**src/dsgd_pkg.sv**
```systemverilog
// Shared types and constants for the drag shake detector.
// Used by dsgd_scan and drag_shake_gesture_detector_core; no dependencies.
package dsgd_pkg;

    localparam int HISTORY_DEPTH_DEF = 128;

    localparam int TIME_W   = 32;
    localparam int POS_W    = 16;
    localparam int CFG_W    = 16;
    localparam int CFG_IDX_W = 3;
    localparam int PROD_W   = 48;
    localparam int CMP_W    = 64;

    localparam int SPEED_SCALE = 1000;
    localparam int RATE_SCALE  = 1000000;

    localparam logic KIND_MOVE    = 1'b0;
    localparam logic KIND_RELEASE = 1'b1;

    localparam logic [7:0]  MIN_ENTRIES_RST   = 8'd6;
    localparam logic [6:0]  MIN_REVERSALS_RST = 7'd4;
    localparam logic [15:0] WINDOW_MS_RST     = 16'd800;
    localparam logic [15:0] MIN_SPAN_MS_RST   = 16'd50;
    localparam logic [15:0] MAX_NET_MOVE_RST  = 16'd1000;
    localparam logic [15:0] DEBOUNCE_MS_RST   = 16'd2000;
    localparam logic [15:0] SPEED_THR_RST     = 16'd180;
    localparam logic [15:0] MIN_RATE_MHZ_RST  = 16'd1800;

    typedef enum logic [CFG_IDX_W-1:0] {
        CFG_MIN_ENTRIES   = 3'd0,
        CFG_MIN_REVERSALS = 3'd1,
        CFG_WINDOW_MS     = 3'd2,
        CFG_MIN_SPAN_MS   = 3'd3,
        CFG_MAX_NET_MOVE  = 3'd4,
        CFG_DEBOUNCE_MS   = 3'd5,
        CFG_SPEED_THR     = 3'd6,
        CFG_MIN_RATE_MHZ  = 3'd7
    } t_cfg_idx;

    typedef enum logic [3:0] {
        ST_IDLE,
        ST_PUSH,
        ST_PRUNE_RD,
        ST_PRUNE_CK,
        ST_CHECK,
        ST_SCAN,
        ST_DRAIN,
        ST_SPAN,
        ST_MAVG,
        ST_MRATE,
        ST_RCHK,
        ST_DEC
    } t_state;

    typedef enum logic [1:0] {
        MUL_STEP,
        MUL_AVG,
        MUL_RATE
    } t_mul_sel;

    typedef struct packed {
        logic     clr;
        logic     rd_valid;
        logic     rd_first;
        logic     span_ld;
        logic     avg_ld;
        logic     rate_ld;
        t_mul_sel mul_sel;
    } t_scan_ctl;

    typedef struct packed {
        logic busy;
        logic peak_ok;
        logic avg_ok;
        logic rate_ok;
    } t_scan_sts;

endpackage

```
**src/dsgd_scan.sv**
```systemverilog
// History scan datapath: step differences, shared 16x32 multiplier, reversal
// and speed accumulation, span and net travel. Depends on dsgd_pkg.
module dsgd_scan #(
    parameter int HISTORY_DEPTH = dsgd_pkg::HISTORY_DEPTH_DEF
) (
    input  logic                                i_clk,
    input  logic                                i_rst_n,
    input  dsgd_pkg::t_scan_ctl                 i_ctl,
    input  logic [dsgd_pkg::TIME_W-1:0]         i_rd_time,
    input  logic [dsgd_pkg::POS_W-1:0]          i_rd_x,
    input  logic [dsgd_pkg::CFG_W-1:0]          i_thr,
    input  logic [dsgd_pkg::CFG_W-1:0]          i_mhz,
    output dsgd_pkg::t_scan_sts                 o_sts,
    output logic [$clog2(HISTORY_DEPTH)-1:0]    o_rev,
    output logic [dsgd_pkg::TIME_W-1:0]         o_span,
    output logic [dsgd_pkg::POS_W-1:0]          o_net
);
    import dsgd_pkg::*;

    localparam int ADDR_W = $clog2(HISTORY_DEPTH);
    localparam int REV_W  = ADDR_W;
    localparam int SUM_W  = ADDR_W + POS_W;
    localparam int ADX1K_W = POS_W + 10;

    logic [TIME_W-1:0]  r_first_t, r_prev_t, r_dt, r_span;
    logic [POS_W-1:0]   r_first_x, r_prev_x, r_net;
    logic [POS_W:0]     r_dx;
    logic               r_v2, r_v3;
    logic [PROD_W-1:0]  r_prod;
    logic [POS_W-1:0]   r_adx;
    logic [ADX1K_W-1:0] r_adx1k;
    logic               r_neg, r_dtz;
    logic [SUM_W-1:0]   r_sum;
    logic [REV_W-1:0]   r_rev;
    logic               r_peak, r_ps_valid, r_ps_neg;
    logic               r_avg_ok, r_rate_ok;

    logic [CFG_W-1:0]   mul_a;
    logic [TIME_W-1:0]  mul_b;
    logic [POS_W:0]     dx_abs_full;
    logic [POS_W:0]     net_diff;
    logic [PROD_W-1:0]  adx1k_ext;

    always_comb begin
        unique case (i_ctl.mul_sel)
            MUL_STEP: begin
                mul_a = i_thr;
                mul_b = r_dt;
            end
            MUL_AVG: begin
                mul_a = i_thr;
                mul_b = r_span;
            end
            MUL_RATE: begin
                mul_a = i_mhz;
                mul_b = r_span;
            end
            default: begin
                mul_a = i_thr;
                mul_b = r_dt;
            end
        endcase
    end

    assign dx_abs_full = r_dx[POS_W] ? (~r_dx + (POS_W+1)'(1)) : r_dx;
    assign net_diff    = {r_prev_x[POS_W-1], r_prev_x} - {r_first_x[POS_W-1], r_first_x};
    assign adx1k_ext   = PROD_W'(r_adx1k);

    // read stage: previous entry and step differences
    always_ff @(posedge i_clk) begin
        if (i_ctl.rd_valid) begin
            if (i_ctl.rd_first) begin
                r_first_t <= i_rd_time;
                r_first_x <= i_rd_x;
            end else begin
                r_dt <= i_rd_time - r_prev_t;
                r_dx <= {i_rd_x[POS_W-1], i_rd_x} - {r_prev_x[POS_W-1], r_prev_x};
            end
            r_prev_t <= i_rd_time;
            r_prev_x <= i_rd_x;
        end
        r_prod  <= PROD_W'(mul_a) * PROD_W'(mul_b);
        r_adx   <= dx_abs_full[POS_W-1:0];
        r_adx1k <= ADX1K_W'(dx_abs_full[POS_W-1:0]) * ADX1K_W'(SPEED_SCALE);
        r_neg   <= r_dx[POS_W];
        r_dtz   <= (r_dt == '0);
        if (i_ctl.span_ld) begin
            r_span <= r_prev_t - r_first_t;
            r_net  <= net_diff[POS_W] ? POS_W'(~net_diff + (POS_W+1)'(1))
                                      : net_diff[POS_W-1:0];
        end
    end

    always_ff @(posedge i_clk) begin
        if (!i_rst_n) begin
            r_v2 <= 1'b0;
            r_v3 <= 1'b0;
        end else begin
            r_v2 <= i_ctl.rd_valid && !i_ctl.rd_first;
            r_v3 <= r_v2;
        end
    end

    // accumulate stage
    always_ff @(posedge i_clk) begin
        if (!i_rst_n || i_ctl.clr) begin
            r_sum      <= '0;
            r_rev      <= '0;
            r_peak     <= 1'b0;
            r_ps_valid <= 1'b0;
            r_ps_neg   <= 1'b0;
        end else if (r_v3 && !r_dtz) begin
            r_sum <= r_sum + SUM_W'(r_adx);
            if (adx1k_ext >= r_prod) begin
                r_peak <= 1'b1;
            end
            if (adx1k_ext > r_prod) begin
                if (!r_ps_valid) begin
                    r_ps_valid <= 1'b1;
                    r_ps_neg   <= r_neg;
                end else if (r_ps_neg != r_neg) begin
                    r_rev    <= r_rev + REV_W'(1);
                    r_ps_neg <= r_neg;
                end
            end
        end
    end

    always_ff @(posedge i_clk) begin
        if (i_ctl.avg_ld) begin
            r_avg_ok <= (r_span == '0) ? (i_thr == '0)
                      : (CMP_W'(r_sum) * CMP_W'(SPEED_SCALE) >= CMP_W'(r_prod));
        end
        if (i_ctl.rate_ld) begin
            r_rate_ok <= (r_span == '0) ? (i_mhz == '0)
                       : (CMP_W'(r_rev) * CMP_W'(RATE_SCALE) >= CMP_W'(r_prod));
        end
    end

    assign o_sts = '{busy: r_v2 || r_v3, peak_ok: r_peak,
                     avg_ok: r_avg_ok, rate_ok: r_rate_ok};
    assign o_rev  = r_rev;
    assign o_span = r_span;
    assign o_net  = r_net;

endmodule

```
**config.mk**
```make
export PLATFORM = sky130hd
export DESIGN_NAME = dsgd_scan
export DESIGN_NICKNAME = d
export VERILOG_FILES = /design/src/dsgd_pkg.sv /design/src/dsgd_scan.sv
export SDC_FILE = /design/constraint.sdc
export NUM_CORES = 2
export LEC_CHECK = 0
export BUFFER_PORTS_ARGS = -buffer_cell sky130_fd_sc_hd__buf_4
export CAP_MARGIN = 20
export CORE_UTILIZATION = 59
export DETAILED_ROUTE_END_ITERATION = 7
export PLACE_DENSITY_LB_ADDON = 0.08
export SYNTH_ARGS = -nofsm -noshare
export SYNTH_HDL_FRONTEND = slang
export SYNTH_SLANG_ARGS = --single-unit
```
**constraint.sdc**
```tcl
create_clock -name i_clk -period 8.93 [get_ports i_clk]
set_input_delay 1.786 -clock i_clk [delete_from_list [all_inputs] [get_ports i_clk]]
set_output_delay 1.786 -clock i_clk [all_outputs]
set_load 0.1 [all_outputs]
```
==> results.sh <==
export IMPL_rr_worst_depth=27
export IMPL_ios=149
export IMPL_grt_overflow=0
export IMPL_drive_gt1_share_pct=10.60
export IMPL_whs_path_depth=2
export IMPL_die_h_um=264.7
export IMPL_antenna_found_initial=1
export IMPL_start_util_pct=60.09
export IMPL_fin_skew_ps=43.46
export IMPL_synth_main_ff_cell="edfxtp_1"
export IMPL_nets=5717
export IMPL_ys_seq_area_share_pct=20.38
export IMPL_cts_hold_buf=0
export IMPL_finalWirelength_um=104300
export IMPL_cts_repair_resized=0
export IMPL_crit_path_max_fanout=14
export IMPL_dr_total_vias=30460
export IMPL_grt_max_degree=51
export IMPL_final_antenna_net_count=0
export IMPL_avgSynthCellArea_um2=9.503
export IMPL_path_clk_slew_ps=60
export IMPL_path_delay_family="adder cells"
export IMPL_area_delta_synth_final_pct=11.73
export IMPL_cts_sinks=317
export IMPL_clk_latency_ps=600
export IMPL_tightestPinTransition_ps=1024
export IMPL_fp_dieW_um=264.7
export IMPL_route_detailed_drc=0
export IMPL_coreArea_um2=67750
export IMPL_cts_tree="yes"
export IMPL_grt_pass1_wl_um=167800
export IMPL_drt_wirelength_per_cell_um=19.01
export IMPL_critPathMaxStageDelay_ps=660
export IMPL_yosysWarnings=0
export IMPL_syn_inst=4284
export IMPL_syn_area_um2=40710
export IMPL_diodes=0
export IMPL_min_period_ps=8485
export IMPL_max_slew_margin_pct=29.95
export IMPL_hold_class="reg -> reg"
export IMPL_grt_pass1_vias=31250
export IMPL_grt_util_all_layers_pct=30.86
export IMPL_fin_hold_ws_ps=445.6
export IMPL_highest_layer="met4"
export IMPL_finalMaxSlewViolations=0
export IMPL_wl_met2_um=47400
export IMPL_crit_path_frequent_cell="fa_1"
export IMPL_crit_slowest_cell="or4_1"
export IMPL_fillers=5602
export IMPL_portBuffers=148
export IMPL_finalWeightedCongestion=0.9943
export IMPL_ys_types=77
export IMPL_cts_max_path_buffers=3
export IMPL_synth_nets=5420
export IMPL_async_flop_share_pct=0
export IMPL_place_hpwl_um=87450
export IMPL_fmax_mhz=117.9
export IMPL_setup_viol=0
export IMPL_post_cts_setup_buffer_count=0
export IMPL_path_buf_inv=5
export IMPL_start_kind="input pin"
export IMPL_status="completed"
export IMPL_fp_dieArea_um2=70060
export IMPL_max_cap_violations=0
export IMPL_numCtsBuffers=40
export IMPL_hold_viol_final=0
export IMPL_critPathArrivalTime_ps=8980
export IMPL_drtPass1Iterations=6
export IMPL_postPlaceCellArea_um2=44150
export IMPL_rows=95
export IMPL_wl_met1_um=45450
export IMPL_synth_edf_count=195
export IMPL_vias_per_cell=5.552
export IMPL_layout_commonest_cell="inv_1"
export IMPL_cp_num_cells=26
export IMPL_finalCritPeriodShare_pct=95.02
export IMPL_fin_area_um2=45480
export IMPL_critPathKind="in -> reg"
export IMPL_htree_levels=2
export IMPL_wl_met3_um=8312
export IMPL_cts_root_buf="clkbuf_16"
export IMPL_final_cell_mix="inv_1 (892), fa_1 (571), ha_1 (474), nand2_1 (461), buf_4 (331)"
export IMPL_rsz0062_at_grt="false"
export IMPL_first_iter_violations=2249
export IMPL_cp_end_kind="register"
export IMPL_cp_required_ps=9420
export IMPL_yosys_register_bits=317
==> area by class of cell <==
class,count,area (um^2),share of cell area [%]
Clock buffer,48,1051,2.311
Tap cell,873,1092,2.401
Inverter,892,3348,7.361
Multi-Input combinational cell,2990,28750,63.21
Clock inverter,26,281.5,0.6189
Sequential cell,317,8298,18.24
Timing Repair Buffer,340,2665,5.859
==> cell usage after synthesis, types with 9 or more instances <==
master,number,area [um^2]
o21ai_0,92,460.4
edfxtp_1,195,5856
ha_1,475,5943
nand3_1,39,195.2
buf_1,9,33.78
fa_1,571,11430
o21a_1,35,262.8
o31ai_1,12,90.09
or3_1,16,100.1
nand4_1,28,175.2
mux2_2,49,551.8
nor2b_1,35,219.0
and2_1,20,125.1
o21bai_1,27,202.7
mux2i_1,49,490.5
nor3_1,45,225.2
nand2_1,461,1730
xor2_1,44,385.4
xnor2_1,164,1436
a21boi_0,21,157.7
o211ai_1,10,75.07
inv_1,892,3348
nor2_1,321,1205
a21o_1,92,690.7
and3_1,13,81.33
clkbuf_1,73,274.0
nand2b_1,24,150.1
dfxtp_1,122,2442
a21oi_1,173,865.8
a31oi_1,13,81.33
a211oi_1,14,105.1
nor4_1,30,187.7
==> kinds of logic (layout without fill, tap and decap cells) <==
family | Yosys count | after routing | share of synthesized area (%)
simple gates | 1056 | 1056 | 11.25
buf+inv | 977 | 1306 | 9.036
compound gates | 582 | 582 | 9.614
mux | 98 | 98 | 2.560
flops | 317 | 317 | 20.38
fa+ha+maj | 1046 | 1046 | 42.68
xor+xnor | 208 | 208 | 4.475
==> registers in the layout, summed over array words and instances, names as in the netlist, 7 cells and up <==
register,flops
r_prev_x,16
r_first_x,16
r_dt,32
o_span,32
r_prev_t,32
r_first_t,32
r_adx,16
r_adx1k,21
r_prod,48
r_sum,23
o_rev,7
r_dx,17
o_net,16
==> worst min-delay path, delay by kind of cell (launching register included) <==
kind | cells | cell delay [ps]
DFF | 1 | 310
AOI/OAI and AO/OA | 1 | 50
buffers and inverters | 1 | 40
==> routing by layer <==
| layer | up-vias | global-route usage [%] |
|---|---|---|
| met1 | 14890 | 42.67 |
| met2 | 998 | 49.80 |
| met5 | - | 0 |
| met3 | 192 | 5.611 |
| li1 | 14380 | - |
| met4 | 0 | 8.905 |
==> worst paths after layout <==
path             from          to  slack (ps)
max reg2reg  r_sum[4]    r_avg_ok        1320
max          i_ctl[1]  r_prod[47]         440
min            r_peak      r_peak         450
min reg2reg    r_peak      r_peak         450
==> through the flow <==
stage	util, %	setup TNS, ps	setup WS [ps]	instances
6_report	67.13	0	444.7	5486
3_5_place_dp	65.17	-550.6	-120.4	5412
2_1_floorplan	-	0	113.6	4284
5_1_grt	67.13	0	89.56	5486
4_1_cts	67.13	0	479.7	5486
3_3_place_gp	65.17	-118.1	-55.09	5412
Power is left out: the tool's default activity adds up to more than one toggle a clock period on the data nets, which glitch-free logic cannot reach.
